--- src/sv/rtpp_pkg.sv ---
// Shared types, constants and tables for the radar target polar presence unit.
`timescale 1ns / 1ps

package rtpp_pkg;

	// Largest CORDIC step count that the arctangent table supports.
	localparam int MAX_STEPS = 24;
	localparam int STEP_W    = 5;

	// Field widths.
	localparam int FLD_W = 16;
	localparam int AGE_W = 17;
	localparam logic [AGE_W-1:0] AGE_MAX = 17'h1FFFF;

	// CORDIC working widths: x and y carry 12 fraction bits plus gain growth,
	// z is in degrees times 2^16.
	localparam int XY_W   = 31;
	localparam int Z_W    = 26;
	localparam int ATAN_W = 22;
	localparam int B_W    = 36;
	localparam int PROD_W = 62;

	// Configuration register indexes.
	localparam logic REG_FAST_OFF_EN    = 1'b0;
	localparam logic REG_FAST_OFF_LIMIT = 1'b1;

	// Input kinds carried on the slave tuser bit.
	localparam logic FUNC_REPORT = 1'b0;
	localparam logic FUNC_TICK   = 1'b1;

	localparam logic [FLD_W-1:0] FAST_OFF_LIMIT_RST = 16'd1000;

	// atan(2^-i) in degrees times 2^16, rounded.
	localparam logic [ATAN_W-1:0] ATAN_TAB [MAX_STEPS] = '{
		22'd2949120, 22'd1740967, 22'd919879, 22'd466945,
		22'd234379,  22'd117304,  22'd58666,  22'd29335,
		22'd14668,   22'd7334,    22'd3667,   22'd1833,
		22'd917,     22'd458,     22'd229,    22'd115,
		22'd57,      22'd29,      22'd14,     22'd7,
		22'd4,       22'd2,       22'd1,      22'd0
	};

	// Commands from the controller to the datapath.
	typedef struct packed {
		logic              tick;    // count one millisecond
		logic              report;  // capture a report and decide presence
		logic              pre;     // quadrant pre-rotation
		logic              iter;    // one CORDIC micro-rotation
		logic [STEP_W-1:0] step;    // index of that micro-rotation
		logic              fin;     // bearing sum and range product
		logic              load;    // round, saturate and fill the output register
	} rtpp_cmd_t;

endpackage

--- src/sv/rtpp_ctrl.sv ---
// Controller state machine: input and output handshakes and CORDIC sequencing.
`timescale 1ns / 1ps

module rtpp_ctrl import rtpp_pkg::*; #(
	parameter int CORDIC_STEPS = 16
) (
	input  logic      clk,
	input  logic      arst_n,
	input  logic      s_valid,
	input  logic      s_func,
	output logic      s_ready,
	output logic      m_valid,
	input  logic      m_ready,
	output rtpp_cmd_t cmd
);

	localparam logic [2:0] ST_IDLE = 3'd0;
	localparam logic [2:0] ST_PRE  = 3'd1;
	localparam logic [2:0] ST_ITER = 3'd2;
	localparam logic [2:0] ST_FIN  = 3'd3;
	localparam logic [2:0] ST_OUT  = 3'd4;

	localparam logic [STEP_W-1:0] LAST_STEP = STEP_W'(CORDIC_STEPS - 1);

	logic [2:0]        state_q, state_d;
	logic [STEP_W-1:0] step_q;
	logic              m_valid_q;
	logic              s_acc;
	logic              load;

	assign s_ready = (state_q == ST_IDLE);
	assign s_acc   = s_valid && s_ready;
	assign load    = (state_q == ST_OUT) && (!m_valid_q || m_ready);
	assign m_valid = m_valid_q;

	always_comb begin
		state_d = state_q;
		unique case (state_q)
			ST_IDLE: begin
				if (s_acc && s_func == FUNC_REPORT) state_d = ST_PRE;
			end
			ST_PRE:  state_d = ST_ITER;
			ST_ITER: begin
				if (step_q == LAST_STEP) state_d = ST_FIN;
			end
			ST_FIN:  state_d = ST_OUT;
			ST_OUT: begin
				if (load) state_d = ST_IDLE;
			end
			default: state_d = ST_IDLE;
		endcase
	end

	always_ff @(posedge clk or negedge arst_n) begin
		if (!arst_n) begin
			state_q   <= ST_IDLE;
			step_q    <= '0;
			m_valid_q <= 1'b0;
		end else begin
			state_q <= state_d;
			if (state_q == ST_ITER) step_q <= step_q + 1'b1;
			else                    step_q <= '0;
			if (load)         m_valid_q <= 1'b1;
			else if (m_ready) m_valid_q <= 1'b0;
		end
	end

	always_comb begin
		cmd        = '0;
		cmd.tick   = s_acc && (s_func == FUNC_TICK);
		cmd.report = s_acc && (s_func == FUNC_REPORT);
		cmd.pre    = (state_q == ST_PRE);
		cmd.iter   = (state_q == ST_ITER);
		cmd.step   = step_q;
		cmd.fin    = (state_q == ST_FIN);
		cmd.load   = load;
	end

endmodule

--- src/sv/rtpp_dp.sv ---
// Datapath: report and age state, presence decision, CORDIC and output register.
`timescale 1ns / 1ps

module rtpp_dp import rtpp_pkg::*; #(
	parameter int CORDIC_STEPS = 16
) (
	input  logic                    clk,
	input  logic                    arst_n,
	input  rtpp_cmd_t               cmd,
	input  logic                    cfg_we,
	input  logic                    cfg_index,
	input  logic [FLD_W-1:0]        cfg_data,
	input  logic signed [FLD_W-1:0] in_x,
	input  logic signed [FLD_W-1:0] in_y,
	input  logic signed [FLD_W-1:0] in_speed,
	input  logic signed [FLD_W-1:0] in_res,
	output logic                    out_present,
	output logic signed [FLD_W-1:0] out_x,
	output logic signed [FLD_W-1:0] out_y,
	output logic signed [FLD_W-1:0] out_speed,
	output logic signed [FLD_W-1:0] out_res,
	output logic signed [FLD_W-1:0] out_bearing,
	output logic [FLD_W-1:0]        out_range
);

	// Inverse CORDIC gain in Q32.
	localparam longint GAIN_INV = 64'd2608131496 + (64'd1738754330 >> (2 * CORDIC_STEPS));
	localparam logic [31:0] K_Q32 = 32'(GAIN_INV);
	localparam logic signed [Z_W-1:0] Z_P90 = Z_W'(90 * 65536);
	localparam logic signed [Z_W-1:0] Z_M90 = -Z_W'(90 * 65536);
	localparam logic signed [B_W-1:0] B_BASE = B_W'(64'd9000 * 65536 + 32768);
	localparam logic [PROD_W:0] RND = (PROD_W + 1)'(64'd1 << 43);
	localparam logic signed [19:0] B_MIN = -20'sd9000;
	localparam logic signed [19:0] B_MAX = 20'sd27000;

	logic                    fo_en_q;
	logic [FLD_W-1:0]        fo_limit_q;
	logic signed [FLD_W-1:0] last_x_q, last_y_q, last_speed_q, last_res_q;
	logic [AGE_W-1:0]        age_q, age_rep;
	logic                    present_q, present_d;
	logic                    origin_q;

	logic signed [XY_W-1:0]  cx_q, cy_q, px, py, dx, dy;
	logic signed [Z_W-1:0]   cz_q, atan_z;
	logic signed [B_W-1:0]   z_ext, b_s1;
	logic [PROD_W-1:0]       prod_s1;
	logic [PROD_W:0]         prod_rnd;
	logic [18:0]             rng_full;
	logic signed [19:0]      b_sh;
	logic signed [FLD_W-1:0] bearing_d;
	logic [FLD_W-1:0]        range_d;
	logic                    changed;

	// Report: with fast-off enabled, a change restarts the age of a stored target.
	assign changed = (in_x != last_x_q) || (in_y != last_y_q) ||
	                 (in_speed != last_speed_q) || (in_res != last_res_q);
	assign age_rep = (fo_en_q && last_res_q != '0 && changed) ? '0 : age_q;
	assign present_d = (in_res != '0) &&
	                   (!fo_en_q || age_rep <= {1'b0, fo_limit_q});

	always_ff @(posedge clk or negedge arst_n) begin
		if (!arst_n) begin
			fo_en_q      <= 1'b0;
			fo_limit_q   <= FAST_OFF_LIMIT_RST;
			last_x_q     <= '0;
			last_y_q     <= '0;
			last_speed_q <= '0;
			last_res_q   <= '0;
			age_q        <= '0;
			present_q    <= 1'b0;
		end else begin
			if (cfg_we) begin
				unique case (cfg_index)
					REG_FAST_OFF_EN:    fo_en_q    <= cfg_data[0];
					REG_FAST_OFF_LIMIT: fo_limit_q <= cfg_data;
					default: ;
				endcase
			end
			if (cmd.tick && age_q != AGE_MAX) age_q <= age_q + 1'b1;
			if (cmd.report) begin
				age_q        <= age_rep;
				last_x_q     <= in_x;
				last_y_q     <= in_y;
				last_speed_q <= in_speed;
				last_res_q   <= in_res;
				present_q    <= present_d;
			end
		end
	end

	// CORDIC vectoring, one micro-rotation per cycle.
	assign px     = {{(XY_W-FLD_W-12){last_x_q[FLD_W-1]}}, last_x_q, 12'd0};
	assign py     = {{(XY_W-FLD_W-12){last_y_q[FLD_W-1]}}, last_y_q, 12'd0};
	assign dx     = cy_q >>> cmd.step;
	assign dy     = cx_q >>> cmd.step;
	assign atan_z = Z_W'(ATAN_TAB[cmd.step]);

	always_ff @(posedge clk) begin
		if (cmd.pre) begin
			origin_q <= (last_x_q == '0) && (last_y_q == '0);
			if (!px[XY_W-1]) begin
				cx_q <= px;
				cy_q <= py;
				cz_q <= '0;
			end else if (!py[XY_W-1]) begin
				cx_q <= py;
				cy_q <= -px;
				cz_q <= Z_P90;
			end else begin
				cx_q <= -py;
				cy_q <= px;
				cz_q <= Z_M90;
			end
		end else if (cmd.iter) begin
			if (!cy_q[XY_W-1]) begin
				cx_q <= cx_q + dx;
				cy_q <= cy_q - dy;
				cz_q <= cz_q + atan_z;
			end else begin
				cx_q <= cx_q - dx;
				cy_q <= cy_q + dy;
				cz_q <= cz_q - atan_z;
			end
		end
	end

	// Finish, FIN state: bearing sum (times 100 by shifts) and range product.
	assign z_ext = B_W'(cz_q);

	always_ff @(posedge clk) begin
		if (cmd.fin) begin
			b_s1    <= B_BASE - ((z_ext <<< 6) + (z_ext <<< 5) + (z_ext <<< 2));
			prod_s1 <= cx_q[XY_W-1] ? '0 : PROD_W'(cx_q[XY_W-2:0]) * PROD_W'(K_Q32);
		end
	end

	// Finish, OUT state: floor shift, rounding and saturation.
	assign b_sh     = b_s1[B_W-1:16];
	assign prod_rnd = {1'b0, prod_s1} + RND;
	assign rng_full = prod_rnd[PROD_W:44];

	always_comb begin
		if (origin_q)          bearing_d = 16'sd9000;
		else if (b_sh < B_MIN) bearing_d = 16'(B_MIN);
		else if (b_sh > B_MAX) bearing_d = 16'(B_MAX);
		else                   bearing_d = b_sh[FLD_W-1:0];
		if (origin_q)                  range_d = '0;
		else if (rng_full[18:16] != '0) range_d = '1;
		else                           range_d = rng_full[FLD_W-1:0];
	end

	always_ff @(posedge clk) begin
		if (cmd.load) begin
			out_present <= present_q;
			out_x       <= present_q ? last_x_q     : '0;
			out_y       <= present_q ? last_y_q     : '0;
			out_speed   <= present_q ? last_speed_q : '0;
			out_res     <= present_q ? last_res_q   : '0;
			out_bearing <= present_q ? bearing_d    : '0;
			out_range   <= present_q ? range_d      : '0;
		end
	end

endmodule

--- src/sv/radar_target_polar_presence_unit.sv ---
// m_axis_tvalid rises once an accepted report has passed pre-rotation, the micro-rotations,
// the finishing state and the output load. The single shared CORDIC stage does one
// micro-rotation per cycle, and the input stays closed until each report is loaded; a
// millisecond tick leaves the input open. The output register lets the next input beat in
// while a result still waits. Reset (arst_n low, asynchronous) clears stored report, age,
// valid flags and loads the register defaults: fast-off disabled, limit 1000 ms.
`timescale 1ns / 1ps

module radar_target_polar_presence_unit import rtpp_pkg::*; #(
	parameter int CORDIC_STEPS = 16
) (
	input  logic        clk,
	input  logic        arst_n,
	// Input stream.
	input  logic        s_axis_tvalid,
	output logic        s_axis_tready,
	input  logic [63:0] s_axis_tdata,  // pos_x, pos_y, speed_in, res_in (lowest first)
	input  logic        s_axis_tuser,  // func: 0 report, 1 millisecond tick
	// Result stream.
	output logic        m_axis_tvalid,
	input  logic        m_axis_tready,
	output logic [95:0] m_axis_tdata,  // x_out, y_out, speed_out, res_out,
	                                   // bearing_cdeg, range_mm (lowest first)
	output logic        m_axis_tuser,  // present
	// Configuration write port.
	input  logic        cfg_we,
	input  logic        cfg_index,
	input  logic [15:0] cfg_data
);

	rtpp_cmd_t cmd;

	logic signed [FLD_W-1:0] x_out, y_out, speed_out, res_out, bearing_cdeg;
	logic [FLD_W-1:0]        range_mm;

	// The controller owns both handshakes and steps the CORDIC; each
	// report passes through pre-rotation, the micro-rotations, and the
	// finishing and output states before it lands in the output register.
	rtpp_ctrl #(
		.CORDIC_STEPS(CORDIC_STEPS)
	) u_ctrl (
		.clk     (clk),
		.arst_n  (arst_n),
		.s_valid (s_axis_tvalid),
		.s_func  (s_axis_tuser),
		.s_ready (s_axis_tready),
		.m_valid (m_axis_tvalid),
		.m_ready (m_axis_tready),
		.cmd     (cmd)
	);

	// The datapath holds the stored report, the age counter, the
	// configuration and the output register.
	rtpp_dp #(
		.CORDIC_STEPS(CORDIC_STEPS)
	) u_dp (
		.clk         (clk),
		.arst_n      (arst_n),
		.cmd         (cmd),
		.cfg_we      (cfg_we),
		.cfg_index   (cfg_index),
		.cfg_data    (cfg_data),
		.in_x        (s_axis_tdata[15:0]),
		.in_y        (s_axis_tdata[31:16]),
		.in_speed    (s_axis_tdata[47:32]),
		.in_res      (s_axis_tdata[63:48]),
		.out_present (m_axis_tuser),
		.out_x       (x_out),
		.out_y       (y_out),
		.out_speed   (speed_out),
		.out_res     (res_out),
		.out_bearing (bearing_cdeg),
		.out_range   (range_mm)
	);

	assign m_axis_tdata = {range_mm, bearing_cdeg, res_out, speed_out, y_out, x_out};

`ifndef NO_ASSERTIONS
	// An absent target delivers an all-zero beat.
	a_absent_zero: assert property (@(posedge clk) disable iff (!arst_n)
		m_axis_tvalid && !m_axis_tuser |-> m_axis_tdata == '0)
		else $error("absent target with nonzero payload");

	// The bearing of a present target stays within its saturation limits.
	a_bearing_range: assert property (@(posedge clk) disable iff (!arst_n)
		m_axis_tvalid && m_axis_tuser |->
			($signed(m_axis_tdata[79:64]) >= -16'sd9000) &&
			($signed(m_axis_tdata[79:64]) <= 16'sd27000))
		else $error("bearing out of range");

	// A report keeps the input closed while it is converted.
	a_report_busy: assert property (@(posedge clk) disable iff (!arst_n)
		s_axis_tvalid && s_axis_tready && s_axis_tuser == FUNC_REPORT |=> !s_axis_tready)
		else $error("input open during conversion");

	// A tick leaves the input ready in the cycle after it is accepted.
	a_tick_fast: assert property (@(posedge clk) disable iff (!arst_n)
		s_axis_tvalid && s_axis_tready && s_axis_tuser == FUNC_TICK |=> s_axis_tready)
		else $error("tick did not return to idle");
`endif

endmodule
--- config.mk ---
export PLATFORM = sky130hd
export DESIGN_NAME = radar_target_polar_presence_unit
export DESIGN_NICKNAME = d
export VERILOG_FILES = /design/src/sv/rtpp_pkg.sv /design/src/sv/rtpp_ctrl.sv /design/src/sv/rtpp_dp.sv /design/src/sv/radar_target_polar_presence_unit.sv
export SDC_FILE = /design/constraint.sdc
export NUM_CORES = 2
export LEC_CHECK = 0
export ABC_AREA = 1
export BUFFER_PORTS_ARGS = -buffer_cell sky130_fd_sc_hd__buf_4
export CAP_MARGIN = 20
export CORE_MARGIN = 5
export CORE_UTILIZATION = 50
export CTS_BUF_LIST = sky130_fd_sc_hd__clkbuf_4 sky130_fd_sc_hd__clkbuf_8 sky130_fd_sc_hd__clkbuf_16
export CTS_CLUSTER_DIAMETER = 200
export CTS_CLUSTER_SIZE = 20
export DETAILED_ROUTE_END_ITERATION = 6
export PLACE_DENSITY = 0.67
export SYNTH_ARGS = -nofsm -noshare
export SYNTH_HDL_FRONTEND = slang
export SYNTH_SLANG_ARGS = --single-unit
--- constraint.sdc ---
create_clock -name clk -period 10.75 [get_ports clk]
set_input_delay 1.075 -clock clk [delete_from_list [all_inputs] [get_ports clk]]
set_output_delay 1.075 -clock clk [all_outputs]
set_load 0.02 [all_outputs]
==> results.md <==
- Startpoint of the worst hold path: u_ctrl.state_q[2]
- Tmin final: approximately 7.5 ns
- Clock Path Buffers: 3
- Ports: between 150 and 200
- Yosys cell types: just under 60
- Synthesized area: 45,400 um^2
- Pin count of the biggest net entering global routing: 80
- Setup Buffers After CTS: 0
- Top cell type's share of synthesized area: between 10% and 20%
- Vias in the first global route: ~39k
- Hpwl dp: ~110,000 um
- DR iter-0 viols: approximately 3.2k
- Clk slew on worst S/H paths: about 0.1 ns
- Seq/Total Area, Yosys: between 20% and 30%
- Post-synth EDFFs: 225
- Crit Path Category: flip-flop to flip-flop
- Grt ovf: 0
- WL per Instance: just under 20 um
- Routed Antenna Nets: 0
- DR vias/cell: approximately 5.5
- Async set or reset register ratio after synthesis: 32.4%
- Final Max Tran Viols: 0
- DRT Pass-1 Iters: 7
- WP data required: ~11 ns
- Final period utilization: 70.0%
- Htree depth: 1
- Status: finished, final reports clean
- CTS tree: yes
- Core area: about 90,000 um^2
- Reg2Reg Depth: 28
- Syn_area_per_cell: between 7 and 8 um^2
- CP Max Fanout: 11
- Global Route Usage Sum: about 28%
- Slew @ Worst Pin: between 1 and 1.5 ns
- # DRC: 0
- Worst Setup Start Kind: flip-flop
- Yosys top cell by area: fa_1
- Area Overhead vs Synth: 7.02%
- Routability cong.: approximately 1.0
- FF-to-FF setup slack: roughly 3.2 ns
- # setup viols final: 0
- Number of cells on the worst hold path: 1
- #FFs+latches synth: roughly 330
- Worst skew pair latency: roughly 0.60 ns
- Port bufs: between 150 and 200
- Fin. Hold Viols: 0
- YS warnings: 0
- Starting Density: between 50% and 60%
- WP data arrival: 7.88 ns
- Slew margin rel.: a little under a third
- Crit path largest cell delay: around 0.80 ns
- Worst R2R End: u_dp.prod_s1[53]
- Slowest CP cell: edfxtp_1
- Crit end category: flip-flop
- Clock sink count: about 330
- Die Ht: slightly above 300 um
- Synth Instances: roughly 5.8k
- Crit path from: u_dp.cx_q[6]
- Full die area: 96,800 um^2
- Fin nets: 6,939
- Die Width: just over 300 um
- Ranking of synthesized cells by area: fa_1 (20%), edfxtp_1 (15%), ha_1 (13%)
- Synthesized Nets: 6,832
- CTS resizes: 0
- Primary FF master, synth: edfxtp_1
- Share of layout cells above drive strength 1: between 5 and 6%
- CTS Buf Count: 20
- R2R Path Start: u_dp.cx_q[6]
- RSZ-0062 raised after global routing: false
- Final TNS setup: 0 ns
- CTS root buffer: clkbuf_16
- Most frequent cells in the layout: nand2_1 (1,155), inv_1 (1,103), ha_1 (486), fa_1 (453), nor2_1 (440)
- Most used cell, CP: fa_1
- Hold buffers post-CTS: 0
- Fmax: ~130 MHz
- Placement Rows: 110
- Post-route clock skew: 0.0349 ns
- Max Cap Violations: 0
- Via Count: roughly 39k
- Final wirelength: approximately 140,000 um
- Commonest non-fill, non-tap cell in the layout: nand2_1
- First-pass GRT wire length: between 200,000 and 250,000 um
- Hold Path Class: flip-flop to flip-flop
- Worst min-delay path endpoint: u_ctrl.state_q[0]
- Initial antenna violation count: 3
## worst max-delay path, delay by kind of cell (launching register included)
kind                       cells  cell delay [ns]
adders and majority gates      9             4.41
and+or+nand+nor               11             1.19
DFF                            1             0.80
buffers and inverters          7             0.59
AOI/OAI and AO/OA              1             0.30
## kinds of logic (layout without fill, tap and decap cells)
family | after synthesis | count (layout) | synth area share [%]
buf+inv | 1255 | 1376 | 10.7
flops | 333 | 333 | 20.9
compound gates | 856 | 856 | 10.5
other cells | 0 | 1 | 0
fa+ha+maj | 939 | 939 | 33.4
xor+xnor | 209 | 209 | 4.05
simple gates | 2214 | 2214 | 20.5
## Yosys cell counts, types with 11 or more instances
cell      count
nand2_1    1157
inv_1      1104
ha_1        486
fa_1        453
nor2_1      444
nand3_1     411
a21oi_1     335
o21ai_0     308
edfxtp_1    225
xor2_1      110
dfrtp_1     102
xnor2_1      98
nand4_1      71
clkbuf_1     62
nor3_1       54
o211ai_1     43
buf_2        29
o21ai_1      28
a31oi_1      27
o21a_1       26
buf_1        24
nor4_1       23
inv_2        16
a21o_1       13
or2_2        13
buf_4        12
o31ai_1      11
## how the worst max path moves through the flow
stage,to,cells past startpoint
after global placement,u_dp.prod_s1[53],28
after global routing,u_dp.prod_s1[53],28
final,u_dp.prod_s1[53],28
after floorplan,u_dp.prod_s1[60],24
after CTS,u_dp.prod_s1[53],28
after detailed placement,u_dp.prod_s1[53],28
## final cells by class
class,count,area (um^2)
Clock inverter,2,38.8
Inverter,1122,4210
Antenna cell,1,2.50
Timing Repair Buffer,218,1650
Sequential cell,333,9470
Tap cell,1176,1470
Fill cell,8643,41500
Clock buffer,34,606
Multi-Input combinational cell,4218,31100
## sequential cells by signal, indices dropped and copies added (netlist names), 3 cells and up
| register | flops |
|---|---|
| u_ctrl.state_q | 3 |
| u_ctrl.step_q | 5 |
| u_dp.age_q | 17 |
| u_dp.b_s1 | 20 |
| u_dp.cx_q | 31 |
| u_dp.cy_q | 31 |
| u_dp.cz_q | 26 |
| u_dp.fo_limit_q | 16 |
| u_dp.last_res_q | 16 |
| u_dp.last_speed_q | 16 |
| u_dp.last_x_q | 16 |
| u_dp.last_y_q | 16 |
| u_dp.out_bearing | 16 |
| u_dp.out_range | 16 |
| u_dp.out_res | 16 |
| u_dp.out_speed | 16 |
| u_dp.out_x | 16 |
| u_dp.out_y | 16 |
| u_dp.prod_s1 | 19 |
## routing by layer
layer / vias up / track usage (%) / part of all wire, %
li1: 18900 / - / -
met3: 298 / 5.99 / 7.8
met2: 1409 / 46.8 / 46
met1: 18600 / 35.9 / 41
met4: 2 / 10.6 / 4.7
met5: - / 0 / 0.0094
## metrics by stage
stage | instance area, um^2 | utilization, % | hold WS, ns | std cells | setup WS [ns]
final | 48500 | 53.9 | 0.462 | 7104 | 3.23
after global routing | 48500 | 53.9 | 0.483 | 7103 | 2.72
after CTS | 48500 | 53.9 | 0.464 | 7102 | 3.26
after detailed placement | 47900 | 53.2 | 0.457 | 7066 | 3.29
after global placement | 47900 | 53.2 | 0.449 | 7065 | 3.40
after floorplan | 45400 | - | 0.423 | 5806 | 4.14
Power is not shown: default switching activity piles up to over one toggle a cycle in this logic, so the estimate is an artifact.
